`src/rtl/tbd_pkg.sv`:
```
// shared types, codes and constants for the tape block deframer
package tbd_pkg;

   localparam int SYNC_LENGTH_DEFAULT = 5;
   localparam int POS_W = 3;
   localparam int HEADER_LENGTH = 5;
   localparam logic [POS_W-1:0] HEADER_LAST = POS_W'(HEADER_LENGTH - 1);

   localparam logic [7:0] ERROR_BYTE = 8'h69;
   localparam logic [7:0] ERROR_SUM = 8'hFF;
   localparam logic [15:0] END_WRAP = 16'hFFFF;

   // sync pattern repeats every five bytes for long sync runs
   localparam logic [7:0] SYNC_PATTERN [8] = '{
      8'h65, 8'h69, 8'h6C, 8'h79, 8'h4B, 8'h65, 8'h69, 8'h6C
   };

   typedef enum logic [1:0] {
      PH_HUNT   = 2'd0,
      PH_HEADER = 2'd1,
      PH_DATA   = 2'd2,
      PH_CHECK  = 2'd3
   } phase_type;

   localparam logic [1:0] KIND_DATA   = 2'd0;
   localparam logic [1:0] KIND_REPORT = 2'd1;
   localparam logic [1:0] KIND_REJECT = 2'd2;

   typedef struct packed {
      logic [7:0] data_byte;
      logic       byte_error;
   } req_type;

   typedef struct packed {
      logic [1:0]  kind;
      logic [15:0] address;
      logic [7:0]  data_value;
      logic [7:0]  block_id;
      logic [15:0] load_address;
      logic [15:0] last_address;
      logic [7:0]  sum_computed;
      logic [7:0]  sum_read;
      logic [16:0] error_count;
      logic        sum_ok;
   } rsp_type;

   typedef struct packed {
      logic    valid;
      rsp_type item;
   } result_type;

   function automatic logic [15:0] last_of(input logic [15:0] end_addr);
      return (end_addr == 16'd0) ? END_WRAP : end_addr - 16'd1;
   endfunction

endpackage

```
`src/rtl/tbd_frame.sv`:
```
// framing state machine: sync hunt, header capture, data and check byte
module tbd_frame import tbd_pkg::*; #(
   parameter int SYNC_LENGTH = SYNC_LENGTH_DEFAULT
) (
   input  logic       clock,
   input  logic       reset,
   input  logic       accept,
   input  req_type    req,
   output result_type result
);

   phase_type        phase_ff, phase_in;
   logic [POS_W-1:0] position_ff, position_in;
   logic [7:0]       header_ff [HEADER_LENGTH];
   logic [16:0]      bytes_left_ff, bytes_left_in;
   logic [15:0]      next_address_ff, next_address_in;
   logic [7:0]       running_sum_ff, running_sum_in;
   logic [16:0]      errors_seen_ff, errors_seen_in;

   logic             header_write;
   logic [POS_W:0]   pos_cand;
   logic [15:0]      load_addr, last_addr, stored_last;
   logic [7:0]       check_read;
   logic [16:0]      check_errors;

   always_comb begin
      phase_in        = phase_ff;
      position_in     = position_ff;
      bytes_left_in   = bytes_left_ff;
      next_address_in = next_address_ff;
      running_sum_in  = running_sum_ff;
      errors_seen_in  = errors_seen_ff;
      header_write    = 1'b0;
      result          = '0;
      pos_cand        = '0;
      load_addr       = {header_ff[2], header_ff[1]};
      last_addr       = last_of({req.data_byte, header_ff[3]});
      stored_last     = last_of({header_ff[4], header_ff[3]});
      check_read      = req.byte_error ? ERROR_SUM : req.data_byte;
      check_errors    = errors_seen_ff + 17'(req.byte_error);
      case (phase_ff)
         PH_HUNT: begin
            if (!req.byte_error && req.data_byte == SYNC_PATTERN[position_ff]) begin
               pos_cand = {1'b0, position_ff} + 1'b1;
            end else if (!req.byte_error && req.data_byte == SYNC_PATTERN[0]) begin
               // mismatching byte restarts the sync as its first byte
               pos_cand = (POS_W+1)'(1);
            end
            if (pos_cand >= (POS_W+1)'(SYNC_LENGTH)) begin
               phase_in    = PH_HEADER;
               position_in = '0;
            end else begin
               position_in = pos_cand[POS_W-1:0];
            end
         end
         PH_HEADER: begin
            if (req.byte_error) begin
               phase_in    = PH_HUNT;
               position_in = '0;
            end else begin
               header_write = 1'b1;
               position_in  = position_ff + 1'b1;
               if (position_ff == HEADER_LAST) begin
                  position_in = '0;
                  if (last_addr < load_addr) begin
                     phase_in                 = PH_HUNT;
                     result.valid             = 1'b1;
                     result.item.kind         = KIND_REJECT;
                     result.item.block_id     = header_ff[0];
                     result.item.load_address = load_addr;
                     result.item.last_address = last_addr;
                  end else begin
                     phase_in        = PH_DATA;
                     bytes_left_in   = {1'b0, last_addr} - {1'b0, load_addr} + 17'd1;
                     next_address_in = load_addr;
                     running_sum_in  = '0;
                     errors_seen_in  = '0;
                  end
               end
            end
         end
         PH_DATA: begin
            result.valid           = 1'b1;
            result.item.kind       = KIND_DATA;
            result.item.address    = next_address_ff;
            result.item.data_value = req.byte_error ? ERROR_BYTE : req.data_byte;
            running_sum_in  = running_sum_ff + (req.byte_error ? ERROR_SUM : req.data_byte);
            errors_seen_in  = check_errors;
            next_address_in = next_address_ff + 16'd1;
            bytes_left_in   = bytes_left_ff - 17'd1;
            if (bytes_left_ff == 17'd1) begin
               phase_in = PH_CHECK;
            end
         end
         PH_CHECK: begin
            errors_seen_in           = check_errors;
            result.valid             = 1'b1;
            result.item.kind         = KIND_REPORT;
            result.item.block_id     = header_ff[0];
            result.item.load_address = load_addr;
            result.item.last_address = stored_last;
            result.item.sum_computed = running_sum_ff;
            result.item.sum_read     = check_read;
            result.item.error_count  = check_errors;
            result.item.sum_ok       = (running_sum_ff == check_read);
            phase_in    = PH_HUNT;
            position_in = '0;
         end
         default: begin
            phase_in    = PH_HUNT;
            position_in = '0;
         end
      endcase
      result.valid = result.valid & accept;
   end

   always_ff @(posedge clock) begin
      if (reset) begin
         phase_ff        <= PH_HUNT;
         position_ff     <= '0;
         bytes_left_ff   <= '0;
         next_address_ff <= '0;
         running_sum_ff  <= '0;
         errors_seen_ff  <= '0;
      end else if (accept) begin
         phase_ff        <= phase_in;
         position_ff     <= position_in;
         bytes_left_ff   <= bytes_left_in;
         next_address_ff <= next_address_in;
         running_sum_ff  <= running_sum_in;
         errors_seen_ff  <= errors_seen_in;
      end
   end

   // header bytes need no reset, they are always written before use
   always_ff @(posedge clock) begin
      if (accept && header_write) begin
         for (int i = 0; i < HEADER_LENGTH; i++) begin
            if (position_ff == POS_W'(i)) begin
               header_ff[i] <= req.data_byte;
            end
         end
      end
   end

endmodule

```
`src/rtl/tbd_skid.sv`:
```
// output register with one skid entry
module tbd_skid import tbd_pkg::*; (
   input  logic       clock,
   input  logic       reset,
   input  result_type result,
   input  logic       rsp_stall,
   output logic       rsp_valid,
   output rsp_type    rsp_item,
   output logic       full
);

   logic    out_valid_ff, out_valid_in;
   logic    skid_valid_ff, skid_valid_in;
   rsp_type out_item_ff, out_item_in;
   rsp_type skid_item_ff, skid_item_in;
   logic    taken;

   always_comb begin
      taken         = out_valid_ff && !rsp_stall;
      out_valid_in  = out_valid_ff && !taken;
      out_item_in   = out_item_ff;
      skid_valid_in = skid_valid_ff;
      skid_item_in  = skid_item_ff;
      if (taken && skid_valid_ff) begin
         out_valid_in  = 1'b1;
         out_item_in   = skid_item_ff;
         skid_valid_in = 1'b0;
      end
      // a new item only arrives while the skid entry is empty
      if (result.valid) begin
         if (!out_valid_ff || taken) begin
            out_valid_in = 1'b1;
            out_item_in  = result.item;
         end else begin
            skid_valid_in = 1'b1;
            skid_item_in  = result.item;
         end
      end
   end

   always_ff @(posedge clock) begin
      if (reset) begin
         out_valid_ff  <= 1'b0;
         skid_valid_ff <= 1'b0;
      end else begin
         out_valid_ff  <= out_valid_in;
         skid_valid_ff <= skid_valid_in;
      end
   end

   always_ff @(posedge clock) begin
      out_item_ff  <= out_item_in;
      skid_item_ff <= skid_item_in;
   end

   assign rsp_valid = out_valid_ff;
   assign rsp_item  = out_item_ff;
   assign full      = skid_valid_ff;

endmodule

```
`src/rtl/tape_block_deframer.sv`:
```
// tape block deframer top level
// a result item is registered in the output register, or in its skid entry while the output is stalled
// throughput: one input item per cycle while req_stall is low; the framing state updates as each item is accepted
// req_stall rises only while the output register and its skid entry are both full
// reset: synchronous, active high; returns to sync hunt with counters cleared
// header bytes are not reset, they are always captured before they are reported
module tape_block_deframer import tbd_pkg::*; #(
   parameter int SYNC_LENGTH = SYNC_LENGTH_DEFAULT
) (
   input  logic    clock,
   input  logic    reset,
   input  logic    req_valid,
   output logic    req_stall,
   input  req_type req_item,
   output logic    rsp_valid,
   input  logic    rsp_stall,
   output rsp_type rsp_item
);

   logic       accept;
   result_type result;

   assign accept = req_valid && !req_stall;

   tbd_frame #(
      .SYNC_LENGTH(SYNC_LENGTH)
   ) u_frame (
      .clock (clock),
      .reset (reset),
      .accept(accept),
      .req   (req_item),
      .result(result)
   );

   tbd_skid u_skid (
      .clock    (clock),
      .reset    (reset),
      .result   (result),
      .rsp_stall(rsp_stall),
      .rsp_valid(rsp_valid),
      .rsp_item (rsp_item),
      .full     (req_stall)
   );

`ifndef ASSERT_OFF
   a_skid_behind_out: assert property (@(posedge clock) disable iff (reset)
      req_stall |-> rsp_valid)
      else $error("skid entry full while output register empty");

   a_kind_code: assert property (@(posedge clock) disable iff (reset)
      rsp_valid |-> (rsp_item.kind == KIND_DATA || rsp_item.kind == KIND_REPORT ||
                     rsp_item.kind == KIND_REJECT))
      else $error("result item with unused kind code");

   a_report_clean: assert property (@(posedge clock) disable iff (reset)
      rsp_valid && rsp_item.kind != KIND_DATA |->
         rsp_item.address == 16'd0 && rsp_item.data_value == 8'd0)
      else $error("frame item carries data byte fields");

   a_data_clean: assert property (@(posedge clock) disable iff (reset)
      rsp_valid && rsp_item.kind == KIND_DATA |->
         rsp_item.block_id == 8'd0 && rsp_item.error_count == 17'd0 && !rsp_item.sum_ok)
      else $error("data item carries frame fields");
`endif

endmodule

```
`config.mk`:
```
export PLATFORM = sky130hd
export DESIGN_NAME = tape_block_deframer
export DESIGN_NICKNAME = d
export VERILOG_FILES = /design/src/rtl/tbd_pkg.sv /design/src/rtl/tbd_frame.sv /design/src/rtl/tbd_skid.sv /design/src/rtl/tape_block_deframer.sv
export SDC_FILE = /design/constraint.sdc
export NUM_CORES = 1
export LEC_CHECK = 0
export ABC_AREA = 1
export BUFFER_PORTS_ARGS = -buffer_cell sky130_fd_sc_hd__buf_2
export CAP_MARGIN = 20
export CORE_MARGIN = 2
export CORE_UTILIZATION = 45
export CTS_BUF_LIST = sky130_fd_sc_hd__clkbuf_4
export CTS_CLUSTER_DIAMETER = 120
export DETAILED_ROUTE_END_ITERATION = 16
export HOLD_SLACK_MARGIN = 0.02
export REMOVE_ABC_BUFFERS = 1
export SYNTH_ARGS = -nofsm -noshare
export SYNTH_HDL_FRONTEND = slang
export SYNTH_HIERARCHICAL = 1
export SYNTH_SLANG_ARGS = --single-unit
export TNS_END_PERCENT = 20
```
`constraint.sdc`:
```
create_clock -name clock -period 12.7 [get_ports clock]
set_clock_uncertainty 0.2 [all_clocks]
set_input_delay 0.635 -clock clock [delete_from_list [all_inputs] [get_ports clock]]
set_output_delay 0.635 -clock clock [all_outputs]
set_load 0.02 [all_outputs]
```
# Word level (Yosys, flattened, before mapping)
# Memories as Yosys holds them, arrays and structs flattened.
# Index checks and enable logic that the tools add are counted.
dict set report totals {
  register_bits 265
  mem_bits_rw 40
  rom_bits 64
  input_bits 13
  out_inout_bits 102
  mem_count 2
}
dict set report op_classes {
  addsub 10
  magnitude_cmp 3
  eq_ne 17
  muxes 83
  bitwise 3
  n_reduce_logical 30
}
# memory depth word_bits rd rd_ports_with_merged_regs write_ports line
set memory_table {}
lappend memory_table {{(no name shown)} 8 8 1 0 0 tbd_frame.sv:43} ;# if (!req.byte_error && req.data_byte == SYNC_PATTERN[position_ff]) begin
lappend memory_table {u_frame.header_ff 5 8 5 0 1 tbd_frame.sv:14} ;# logic [7:0] header_ff [HEADER_LENGTH];
# cell count
set op_table {}
lappend op_table {{$mux 100} 3}
lappend op_table {{$mux 40} 3}
lappend op_table {{$mux 17} 6}
lappend op_table {{$mux 8} 11}
lappend op_table {{$mux 16} 5}
lappend op_table {{$pmux 40 s2} 1}
lappend op_table {{$pmux 17 s2} 2}
lappend op_table {{$mux 34} 1}
lappend op_table {{$logic_not 16->1} 2}
lappend op_table {{$pmux 16 s2} 1}
lappend op_table {{$reduce_or 8->1} 4}
lappend op_table {{$sub 16x1->16 const B} 2}
lappend op_table {{$mux 3} 10}
lappend op_table {{$mux 1} 28}
lappend op_table {{$mux 24} 1}
lappend op_table {{$pmux 3 s3} 2}
lappend op_table {{$add 17x1->17} 1}
lappend op_table {{$add 17x1->17 const B} 1}
lappend op_table {{$eq 17x1->1 const B} 1}
lappend op_table {{$sub 16x16->17} 1}
lappend op_table {{$sub 17x1->17 const B} 1}
lappend op_table {{$add 16x1->16 const B} 1}
lappend op_table {{$eq 8x8->1} 2}
lappend op_table {{$lt 16x16->1} 1}
lappend op_table {{32 further kinds} 55}

# Longest topological paths before layout
# Gate-level depths: netlist of the first run.
dict set report depth {
  ltp_word 11
  depth_mapped 28
  mapped_depth_nobuf 26
}

# By module
# The synthesis of the first run kept the hierarchy.
# mod instances cells_per_inst area_each_um2 seq_area_each_um2
set by_module_without_submodules {}
lappend by_module_without_submodules {tbd_frame 1 1261 8465.6 2462.4}
lappend by_module_without_submodules {tbd_skid 1 978 8385.5 5044.8}
lappend by_module_without_submodules {tape_block_deframer 1 2 10.0 0.0}

# Worst setup path after synthesis of the first run
# OpenSTA, ideal clock, no wires.
dict set report synth_path {
  kind {register to register}
  startpoint {memory u_frame.header_ff[3][0], in the netlist u_frame/header_ff[0][24]}
  endpoint {register u_skid/skid_item_ff[0] in the netlist's numbering (enable)}
  setup_ps 560
  t_arrival_ps 7106
  t_required_ps 11940
  path_slack_ps 4834
  stages_incl_launch_ff 19
  period_less_slack_ps 7866
  cell_sequence {edfxtp_1 inv_1 ha_1 nand2_2 nor2_4 nand3_4 nor2_2 nand2_1 xor2_1 ha_1 fa_1 a211oi_1 nand2_2 inv_1 nand3_1 clkbuf_1 a21oi_1 inv_1 nor2_1}
}
# item line
set synth_rtl {}
lappend synth_rtl {{from (decl)} tbd_frame.sv:14}
lappend synth_rtl {{to (signal assigned)} tbd_skid.sv:53} ;# skid_item_ff <= skid_item_in;
lappend synth_rtl {{to (decl)} tbd_skid.sv:15} ;# rsp_type skid_item_ff, skid_item_in;

==> results of run 1 <==
## path summary, 6_finish.rpt
path                              from                    endpoint  cells past startpoint
max           u_frame/header_ff[0][26]         u_skid/rsp_item[66]                     21
min                              reset  u_frame/next_address_ff[1]                      2
max reg2reg   u_frame/header_ff[0][26]         u_skid/rsp_item[66]                     21
min reg2reg  u_frame/errors_seen_ff[0]   u_frame/errors_seen_ff[0]                      2
## synth_stat cells, types with 45 or more instances
cell	n	area, um2
buf_2	46	230
nand4_1	113	707
o21ai_0	63	315
nand3_1	204	1020
edfxtp_1	140	4200
ha_1	54	676
a21oi_1	102	510
dfxtp_1	165	3300
nand2_1	544	2040
inv_1	370	1390
clkbuf_1	45	169
nor2_1	204	766
## stage by stage
stage | power (mW) | setup slack, ns | hold WS (ns)
after floorplan | 1.25 | 4.84 | 0.243
after global placement | 1.32 | 6.69 | 0.256
final | 2.24 | 6.68 | 0.133
after global routing | 2.36 | 6.11 | 0.0954
after detailed placement | 1.33 | 6.40 | 0.268
after CTS | 2.27 | 6.45 | 0.0648
## sequential cells by signal (all words and copies together) (netlist names), 3 cells and up, named ones only
signal and count:
u_frame/position_ff 3, u_skid/rsp_item 100, u_skid/skid_item_ff 100, u_frame/next_address_ff 16, u_frame/bytes_left_ff 17, u_frame/running_sum_ff 8, u_frame/errors_seen_ff 17, u_frame/header_ff 40
## layout make-up
type	instances	share of cell area
multi-input combinational	1442	0.392
sequential	305	0.399
clock buffer	128	0.0510
clock inverter	31	0.00896
tap	468	0.0311
inverter	384	0.0767
antenna	1	0.000133
timing repair buffer	134	0.0410
## cells by family after synthesis
group / synth area share
AOI/OAI and AO/OA: 0.0662
xor gates and xnor gates: 0.0125
adders and majority gates: 0.0508
buffers and inverters: 0.118
DFF: 0.445
and+or+nand+nor: 0.307
## placed cells by master (no fill, tap or decap), drive strengths merged, types with 2 or more instances in the layout
cell type,instances
ha,54
a221oi,2
dfxtp,165
a22o,2
edfxtp,140
or2,6
nand3,212
nand3b,4
clkbuf,128
a31oi,6
xnor2,7
nor2,228
clkinv,26
a22oi,2
o22ai,2
fa,9
dlygate4sd3,8
a21oi,102
a211oi,2
inv,387
nor4,7
nor3,22
o211ai,4
a21o,3
a21boi,2
nand2,551
buf,126
nand4,116
xor2,17
o21ai,71
o31ai,4
bufinv,2
## per-layer routing
metal	global-route usage	wire, um
met1	0.317	21100
met4	0.0883	1000
met5	0	0
met3	0.0464	2610
met2	0.387	21000
## timing repair
item	4_1_cts	5_1_grt
resized for setup	0	0
hold buffers	8	0
hold endpoints to repair	27	0
## critical path: cells and delay by family (launching register included)
kind                       cells  cell delay (ns)
buffers and inverters          4             1.55
AOI/OAI and AO/OA              3             0.88
and+or+nand+nor               13             2.46
DFF                            1             0.44
adders and majority gates      1             0.36
## power by group
part           switching (mW)  internal (mW)
Clock                   0.429          0.503
Sequential             0.0216           1.06
Combinational           0.147         0.0759
==> run summary, run 1 <==
The number of enable flip-flop cells after synthesis is 140. The placed cell area came out at 17600 um2. The type of the most critical hold path is in2reg. The area of the placeable core is approximately 37000 um2. The total count of max-transition violations in the final report is 0.

For this design, the sink count on the clock tree is 305. The first detailed-routing pass took 6 iterations. The leakage dissipation is about 8.8 nW.

Detailed routing inserted a total of 14.9k vias. Summing all flip-flop and latch instances after layout gives about 7500 um2. The critical-path cell with the highest stage delay is inv_2. Across every metal layer, demand over resource in global routing totals 0.239. The cell area after technology mapping came out at about 17000 um2. Fill cells in the final layout number around 3.7k. The flow ran to the end, and the final reports show no timing, DRC or antenna violations. The post-detailed-routing wire length is about 46000 um. The final standard cell utilization of the core is 0.512. Once layout is complete, the cells apart from fillers number roughly 2.9k.

After floorplanning, the core was divided into 70 placement rows. The number of H-tree levels came out at 3. In this run the clock root is driven by a clkbuf_4. Post-CTS timing repair inserted 0 buffers for setup. Summed over all failing endpoints, the final setup total negative slack is 0 ns. The starting utilization of the core area is 0.458. At the pin with the least slew margin, the transition time is between 1 and 1.5 ns. The area of the multi-input gates came out at roughly 7400 um2.

The congestion estimate from routability-driven global placement came to 0.883. The count of final setup violators is 0. In this run the tightest slew margin relative to its limit is 0.288.

The number of CTS-inserted buffers came out at 85. The average cell area after synthesis is approximately 7.5 um2. STA classifies the critical path startpoint as a flip-flop. For this run, the leading register cell type out of synthesis is dfxtp_1. The clock edge transition at the registers on the reported setup and hold paths is around 0.07 ns. The post-synthesis sequential element count is about 310. Walking the worst path, the cells encountered are nor2_1, nand4_1, nor2_2, nand4_2, nor2_2, nand2_1, o21ai_1, nand3_1, ha_1, nand4_1, inv_1, a211oi_1, nand2_2, inv_1, nand3_1, a21oi_1, nand2_4, inv_2, buf_4, nand2_1, nand2_1. The estimated wirelength of the detail-placed design came out at about 30000 um. The worst path required time came out at ~13 ns. The maximum number of pins on one net before global-route repair came out at 75.

For this run, the slowest stage of the critical path takes 0.74 ns. The count of final hold-check violations came out at 0. The sequential element share of the synthesized area came out at 0.445. After layout, the minimum clock period comes to between 6 and 7 ns. Setup repair after global routing left no endpoint under its margin. In the final layout, the share of cells above drive strength 1 is 0.137. The flop-to-flop setup slack is 6.68 ns.

The clock passes through at most 3 buffers. The area enclosed by the die boundary came out at a little under 40000 um2. The first routing iteration left a little under 1k violations.

The number of warning messages in the yosys log is 6. The number of instances in the synthesized netlist is roughly 2.2k. Compared with the post-synthesis result, the final layout area differs by 11.8%. The final critical-path share of the clock period is 0.474. The number of nets in the layout came out at around 2.4k.

The peak ir drop on the vdd network is between 0.00004 and 0.00005 V. The worst setup path is captured at a flip-flop. The remaining number of nets flagged by the antenna check after routing is 0.

The average vias per placed instance came out at about 5.2. The top-level I/O count is 115. The routed length per instance came out at ~16 um.

After routing the design area is about 19000 um2. From left edge to right edge, the die measures 198 um. The clock insertion delay at the later pin of the skew report came out at between 0.7 and 0.8 ns. The number of max-cap violations came out at 0. The largest fanout of any net on the critical path came out at 55. The post-synthesis cell type count is between 50 and 60. Input and output buffers added on the ports amount to between 100 and 150. Derived from the worst setup path, the maximum achievable clock frequency is around 0.17 GHz. The cell count after placement is about 2.7k. Power spread over the standard cell area amounts to between 100 and 150 nW/um2. The cell repeated most along the worst path is nand2_1.

The share of synthesized flip-flops with an asynchronous set or reset came out at 0. The number of antenna violations at the first check in global routing came to 2. The via count of the first global-routing pass came out at 14.3k. TritonCTS built the clock tree. The critical path in this run is classified as reg2reg.

The endpoint arrival time on the critical path came out at between 6 and 7 ns. The final global-route overflow total came out at 0. In the routed design, unresolved DRC markers number 0. The first global-routing pass estimated about 74000 um of wire. The die height is between 150 and 200 um.
No activity file was read; power rests on OpenSTA's default activity.
==> inputs of run 2 (changes only) <==
Clock period 12.7 ns to 5.8 ns, I/O delays scaled along.
==> run 2 against run 1 <==
Effect of this change:
- setup slack worse by 5.9 ns
- critical path depth is 2 lower
- utilization is 0.23 points higher
- highest routed layer unchanged
- die area stayed put
- routed wire length is 2.6% lower
==> run summary, run 2 (synthesized netlist as in run 1, its figures left out) <==
The clock period minus final worst setup slack was 4.98 ns (was 6.02 ns). The launch instance of the worst min-delay path was req_item[8] (was reset). The commonest non-fill, non-tap cell in the layout is nand2_1 (unchanged).

The average vias per placed instance is 5.13 (was 5.15). The critical path capture point type is a flip-flop (unchanged). The critical-path cell with the highest stage delay is a21oi_1 (was inv_2). The site row count is 70 (unchanged). The design internal power is 3.56 mW (was 1.64 mW). The flop-to-flop setup slack is 0.82 ns (was 6.68 ns). The number of cells on the worst hold path came to 2 (unchanged). The count of final setup violators is 0 (unchanged). The total power per unit cell area is 255 nW/um2 (was 119 nW/um2). The count of final hold-check violations is 0 (unchanged). The CTS root buffer is clkbuf_4 (unchanged).

The number of H-tree levels is 3 (unchanged). The post-detailed-routing wire length is 44500 um (was 45700 um). The number of detailed-route iterations in the first pass came to 5 (was 6). The x dimension of the die is 198 um (unchanged).

The via count came to 14.8k (was 14.9k). The estimated wirelength of the detail-placed design is 29000 um (was 30200 um). The leakage dissipation is 8.86 nW (was 8.82 nW).

The type of the most critical hold path is in2reg (unchanged). The final-layout setup total negative slack was 0 ns (unchanged). The fraction of power consumed by the clock network is 0.408 (was 0.416). The number of I/O port buffers came out at 114 (unchanged). The endpoint arrival time on the critical path came out at 5.13 ns (was 6.49 ns). The number of clock sinks is 305 (unchanged). The type of the worst setup path was reg2reg (unchanged). The fraction of power spent switching nets came out at 0.262 (was 0.267). The die height is 198 um (unchanged).

The type of origin of the critical path is a flip-flop (unchanged). The iteration-0 DRC count of the detailed router was 914 (was 993). The clock edge transition at the registers on the reported setup and hold paths is 0.06 ns (was 0.07 ns).

The cell repeated most along the worst path was inv_1 (was nand2_1). The deepest clock path buffer count is 3 (unchanged). The area of the placeable core is 36800 um2 (unchanged). The final critical-path share of the clock period came out at 0.859 (was 0.474). The wire length of the first global-routing pass is 73000 um (was 74100 um). The end point of the worst hold path was u_frame/header_ff[0][15] (was u_frame/next_address_ff[1]).

The net switching power came out at 1.27 mW (was 0.597 mW). The remaining number of nets flagged by the antenna check after routing came out at 0 (unchanged). The final global-route overflow total is 0 (unchanged). The area enclosed by the die boundary is 39000 um2 (unchanged).

The maximum clock frequency came out at 0.201 GHz (was 0.166 GHz). The global-route total usage across every layer came out at 0.235 (was 0.239). The highest cell delay on the worst timing path is 0.50 ns (was 0.74 ns). The placed cell area is 17600 um2 (about the same). The via count of the first global-routing pass is 14.5k (was 14.3k).

The routed length per instance is 15.4 um (was 15.8 um). The largest fanout of any net on the critical path is 41 (was 55). The origin of the critical flop-to-flop path was u_frame/header_ff[0][27] (was u_frame/header_ff[0][26]). The post-CTS setup repair buffer count is 0 (unchanged). Commonest cells after routing, fill and taps aside: 541 x nand2_1, 368 x inv_1, 203 x nor2_1, 203 x nand3_1, 163 x dfxtp_1 (unchanged).

The final critical-path setup slack is 0.819 ns (was 6.68 ns). The portion of total power attributed to sequential cells is 0.491 (was 0.484). Cell-by-cell listing of the critical path: nor2_1, nand4_1, nor2_2, nand4_2, nor2_2, nand2_1, o21ai_1, nand3_1, ha_1, nand4_1, inv_1, a211oi_1, nand2_2, inv_1, nand3_1, a21oi_1, inv_1, nor2_4, buf_4 (was nor2_1, nand4_1, nor2_2, nand4_2, nor2_2, nand2_1, o21ai_1, nand3_1, ha_1, nand4_1, inv_1, a211oi_1, nand2_2, inv_1, nand3_1, a21oi_1, nand2_4, inv_2, buf_4, nand2_1, nand2_1). The number of nets in the layout is 2435 (was 2428). The final standard cell utilization of the core came out at 0.515 (was 0.512). Outcome: completed (unchanged). The overall power of the completed layout is 4.83 mW (was 2.24 mW). The end of the worst register-to-register path is u_skid/skid_item_ff[40] (was u_skid/rsp_item[66]).

The number of max-cap violations was 0 (unchanged). The maximum number of pins on one net before global-route repair came out at 104 (was 75). The clock tree from TritonCTS is yes (unchanged). The final RePlAce weighted congestion is 0.870 (was 0.883).

The number of cells on the worst reg-to-reg path came out at 19 (was 21). RSZ-0062 raised after global routing: false (unchanged). The final instance area is 18900 um2 (about the same). The peak ir drop on the vdd network came out at 0.000118 V (was 0.0000496 V). The top-level I/O count came out at 115 (unchanged). The max-slew headroom at the worst pin is 0.303 (was 0.288).

The total count of max-transition violations in the final report came out at 0 (unchanged). The slew at the pin with the worst max-slew slack came out at 1.04 ns (was 1.07 ns). The number of antenna violations at the first check in global routing came out at 2 (unchanged). The clock insertion delay at the later pin of the skew report came out at 0.75 ns (about the same).

The synthesis-to-layout area growth is 12.3% (was 11.8%). The pre-CTS setup slack came out at 0.874 ns (was 6.40 ns). The post-detailed-route DRC marker count came to 0 (unchanged). The starting utilization of the core area is 0.458 (unchanged). The logic gate share of total power is 0.102 (was 0.099).

The number of CTS-inserted buffers came out at 85 (unchanged). The count of filler cells inserted in the layout is 3635 (was 3714). The share of post-route cells with drive strength above 1 is 0.142 (was 0.137). The worst path required time is 5.95 ns (was 13.17 ns).
[run 2: cell count changes in the layout (fill, tap and decap cells not counted), moves of 2 or more]
cell and delta:
dlygate4sd3_1 +4, buf_16 +2, bufinv_16 -2, clkbuf_4 +10, clkinv_1 -13, clkinv_2 +2
inv_2 -2
[run 2: metrics by stage]
stage,hold WS (ns),cells
2_1_floorplan,0.159,2131
3_3_place_gp,0.257,2725
3_5_place_dp,0.262,2725
4_1_cts,0.182,2891
5_1_grt,0.242,2895
6_report,0.277,2895
[run 2: cell type report]
class,count,area (um2),area share
inverters,384,1450,0.0764
clock buffers,138,1040,0.0547
diodes,1,2.50,0.000132
well taps,468,586,0.0309
repair buffers,141,888,0.0469
flip-flops and latches,305,7510,0.397
multi-input cells,1442,7400,0.391
clock inverters,16,62.6,0.00330
[run 2: worst max-delay path, delay by kind of cell (launching register included)]
family / cells / cell delay [ns]
DFF: 1 / 0.45
adders and majority gates: 1 / 0.36
and+or+nand+nor: 11 / 1.86
buffers and inverters: 4 / 0.76
AOI/OAI and AO/OA: 3 / 0.88
[run 2: power groups by stage]
stage               clock, mW  sequential, mW  combinational [mW]
floorplan                   0            2.53               0.211
global placement            0            2.42               0.482
detailed placement          0            2.42               0.486
CTS                      2.04            2.37               0.495
global route             2.16            2.38               0.551
finish                   1.97            2.37               0.491
[run 2: worst max path at each step]
stage	depth (start not counted)	startpoint	slack, ns	to
finish	19	u_frame/header_ff[0][27]	0.82	u_skid/skid_item_ff[40]
global route	21	u_frame/header_ff[0][26]	0.33	u_skid/rsp_item[82]
CTS	18	u_frame/header_ff[0][24]	0.86	u_skid/skid_item_ff[40]
detailed placement	18	u_frame/header_ff[0][24]	0.87	u_skid/skid_item_ff[36]
global placement	18	u_frame/header_ff[0][24]	1.01	u_skid/skid_item_ff[36]
floorplan	17	u_frame/header_ff[0][24]	-2.06	u_skid/skid_item_ff[0]
[run 2: timing repair]
| action | in CTS | in global routing |
|---|---|---|
| endpoints found under the hold margin | 87 | 0 |
| hold buffers | 12 | 0 |
| resized for setup | 0 | 0 |
[run 2: layer usage]
layer  global-route usage  share of wire  wire length (um)
met1                0.304           0.46             20600
met2                0.387           0.45             20200
met3               0.0507          0.063              2800
met4               0.0844          0.021               936
met5                    0              0                 0
==> inputs of run 3 (changes only) <==
Settings changed: CORE_UTILIZATION 45 to 48, PLACE_DENSITY set to 0.66.
==> run 3 against run 2 <==
Effect of this change:
- routed wire length decreased by 0.22%
- combinational power increased by 0.8%
- register-to-register slack got worse by 0.13 ns
- maximum frequency decreased by 2.5%
- sequential power about the same
- utilization increased by 3.3 points
- highest routed layer unchanged
==> run summary, run 3 (synthesized netlist as in run 1, its figures left out) <==
The post-detailed-route DRC marker count is 0 (unchanged). The clock edge transition at the registers on the reported setup and hold paths came out at 0.07 ns (was 0.06 ns). The number of nets in the layout is 2439 (was 2435).

The iteration-0 DRC count of the detailed router is 1117 (was 914). The critical-path cell with the highest stage delay is buf_4 (was a21oi_1). The critical path launch point is u_frame/header_ff[0][24] (was u_frame/header_ff[0][27]). The number of clock sinks came out at 305 (unchanged). The area of all sequential standard cells is 7510 um2 (unchanged). The end of the worst register-to-register path is u_skid/rsp_item[97] (was u_skid/skid_item_ff[40]). The die height was 191 um (was 198 um). The x dimension of the die came out at 191 um (was 198 um). Cell-by-cell listing of the critical path: inv_1, ha_1, nand2_2, nor2_4, nand3_4, o21ai_0, ha_1, inv_1, fa_1, nor2_1, a211oi_1, nand2_2, inv_1, nand3_1, a21oi_1, nand2_4, buf_4, buf_4, nand3_1, nand2_1 (was nor2_1, nand4_1, nor2_2, nand4_2, nor2_2, nand2_1, o21ai_1, nand3_1, ha_1, nand4_1, inv_1, a211oi_1, nand2_2, inv_1, nand3_1, a21oi_1, inv_1, nor2_4, buf_4). The critical path capture point type is a flip-flop (unchanged). The via count is 15.1k (was 14.8k). The worst path required time came out at 6.25 ns (was 5.95 ns). The post-detailed-routing wire length came out at 44400 um (was 44500 um). The fraction of power consumed by the clock network came out at 0.409 (was 0.408). The number of max-cap violations is 0 (unchanged). The portion of total power attributed to sequential cells came to 0.489 (was 0.491).

RSZ-0062 raised after global routing: false (unchanged). The largest fanout of any net on the critical path is 60 (was 41). The type of the worst setup path is reg2reg (unchanged).

The number of detailed-route iterations in the first pass came out at 5 (unchanged). The number of H-tree levels is 3 (unchanged). Commonest cells after routing, fill and taps aside: 541 x nand2_1, 368 x inv_1, 203 x nor2_1, 203 x nand3_1, 163 x dfxtp_1 (unchanged). The peak ir drop on the vdd network came to 0.000139 V (was 0.000118 V). The fraction of power spent switching nets came out at 0.266 (was 0.262).

The area of the multi-input gates is 7400 um2 (unchanged). The routed length per instance is 15.4 um (about the same). The count of final setup violators is 0 (unchanged). The area enclosed by the die boundary came to 36600 um2 (was 39000 um2). The clock tree from TritonCTS was yes (unchanged).

The slew at the pin with the worst max-slew slack came out at 1.03 ns (was 1.04 ns). The logic gate share of total power is 0.102 (about the same). The type of the most critical hold path is reg2reg (was in2reg).

The maximum clock frequency came out at 0.196 GHz (was 0.201 GHz). The deepest clock path buffer count came to 3 (unchanged). The CTS root buffer is clkbuf_4 (unchanged).

The number of antenna violations at the first check in global routing came out at 2 (unchanged). The top-level I/O count came to 115 (unchanged). The origin of the critical flop-to-flop path was u_frame/header_ff[0][24] (was u_frame/header_ff[0][27]). The commonest non-fill, non-tap cell in the layout was nand2_1 (unchanged).

The number of cells on the worst reg-to-reg path is 20 (was 19). The synthesis-to-layout area growth is 12.3% (about the same). The global-route total usage across every layer is 0.246 (was 0.235). The count of filler cells inserted in the layout is 3351 (was 3635). The final global-route overflow total came out at 0 (unchanged). The estimated wirelength of the detail-placed design came out at 29100 um (was 29000 um). The site row count is 68 (was 70).

The design internal power came out at 3.56 mW (about the same). The via count of the first global-routing pass came out at 14.4k (was 14.5k). The number of CTS-inserted buffers is 84 (was 85). The clock insertion delay at the later pin of the skew report came to 0.75 ns (about the same). The placed cell area is 17700 um2 (was 17600 um2). The worst hold margin came to 0.284 ns (was 0.277 ns).

The maximum number of pins on one net before global-route repair is 102 (was 104). The endpoint arrival time on the critical path came to 5.56 ns (was 5.13 ns). The final instance area is 18900 um2 (about the same). The number of I/O port buffers was 114 (unchanged). The count of final hold-check violations is 0 (unchanged). The wire length of the first global-routing pass is 72200 um (was 73000 um). The share of post-route cells with drive strength above 1 came to 0.144 (was 0.142). The net switching power came out at 1.29 mW (was 1.27 mW).

The total count of max-transition violations in the final report is 0 (unchanged). The remaining number of nets flagged by the antenna check after routing came to 0 (unchanged). The area of the placeable core is 34500 um2 (was 36800 um2). The clock period minus final worst setup slack came out at 5.11 ns (was 4.98 ns). The final RePlAce weighted congestion is 0.917 (was 0.870). The highest cell delay on the worst timing path is 0.70 ns (was 0.50 ns). The type of origin of the critical path is a flip-flop (unchanged). The destination of the critical timing path is u_skid/rsp_item[97] (was u_skid/skid_item_ff[40]). The max-slew headroom at the worst pin is 0.313 (was 0.303). The final critical-path share of the clock period came to 0.881 (was 0.859).

The post-CTS setup repair buffer count was 0 (unchanged). The starting utilization of the core area was 0.488 (was 0.458). The cell repeated most along the worst path was inv_1 (unchanged). The average vias per placed instance came out at 5.22 (was 5.13).

The flop-to-flop setup slack came to 0.69 ns (was 0.82 ns). The leakage dissipation was 8.88 nW (was 8.86 nW). Outcome: completed (unchanged). The total power per unit cell area is 256 nW/um2 (was 255 nW/um2).
==> run 3: worst max-delay path, delay by kind of cell, from the launching register on <==
| family | cells | cell delay (ns) |
|---|---|---|
| AO/OA/AOI/OAI | 3 | 0.69 |
| AND/OR/NAND/NOR | 9 | 1.41 |
| buffers and inverters | 5 | 1.38 |
| adder cells (fa/ha/maj) | 3 | 0.89 |
| flip-flops | 1 | 0.39 |
==> run 3: what timing repair did <==
item                      in CTS  in global routing
hold endpoints to repair      77                  0
hold buffers                  13                  0
gates resized for setup        0                  0
==> run 3: cell type report <==
class,instances,area share
tap,455,0.0301
sequential,305,0.397
multi-input combinational,1442,0.391
inverter,384,0.0764
antenna,2,0.000264
clock inverter,20,0.00429
timing repair buffer,146,0.0472
clock buffer,137,0.0543
==> run 3: power by group through the flow <==
| stage | registers [mW] | clock network [mW] | logic [mW] |
|---|---|---|---|
| floorplan | 2.53 | 0 | 0.211 |
| global placement | 2.42 | 0 | 0.479 |
| detailed placement | 2.42 | 0 | 0.487 |
| CTS | 2.37 | 2.05 | 0.496 |
| global route | 2.38 | 2.16 | 0.550 |
| finish | 2.37 | 1.99 | 0.495 |
==> run 3: metal layers <==
layer | routed length (um) | track usage | up-vias
met2 | 20600 | 0.399 | 440
met3 | 2480 | 0.0404 | 73
met1 | 20500 | 0.333 | 7036
met5 | 0 | 0 | -
met4 | 842 | 0.0817 | 0
li1 | - | - | 7536
==> run 3: how the worst min path moves through the flow <==
stage	startpoint	endpoint	slack [ns]	depth (start not counted)
detailed placement	u_frame/errors_seen_ff[0]	u_frame/errors_seen_ff[0]	0.27	2
global route	req_item[3]	u_frame/header_ff[0][26]	0.27	2
finish	u_frame/bytes_left_ff[1]	u_frame/bytes_left_ff[1]	0.28	2
global placement	u_frame/errors_seen_ff[0]	u_frame/errors_seen_ff[0]	0.25	2
CTS	req_item[7]	u_frame/header_ff[0][30]	0.24	2
floorplan	reset	u_frame/bytes_left_ff[0]	0.16	1
==> run 3: per-stage QoR <==
stage	utilization	power (mW)	std cells	setup slack, ns	setup TNS (ns)
2_1_floorplan	-	2.74	2131	-2.06	-222.97
3_3_place_gp	0.512	2.90	2718	0.974	0
3_5_place_dp	0.512	2.91	2718	0.829	0
4_1_cts	0.547	4.92	2888	0.740	0
5_1_grt	0.548	5.09	2891	0.327	0
6_report	0.548	4.85	2891	0.692	0
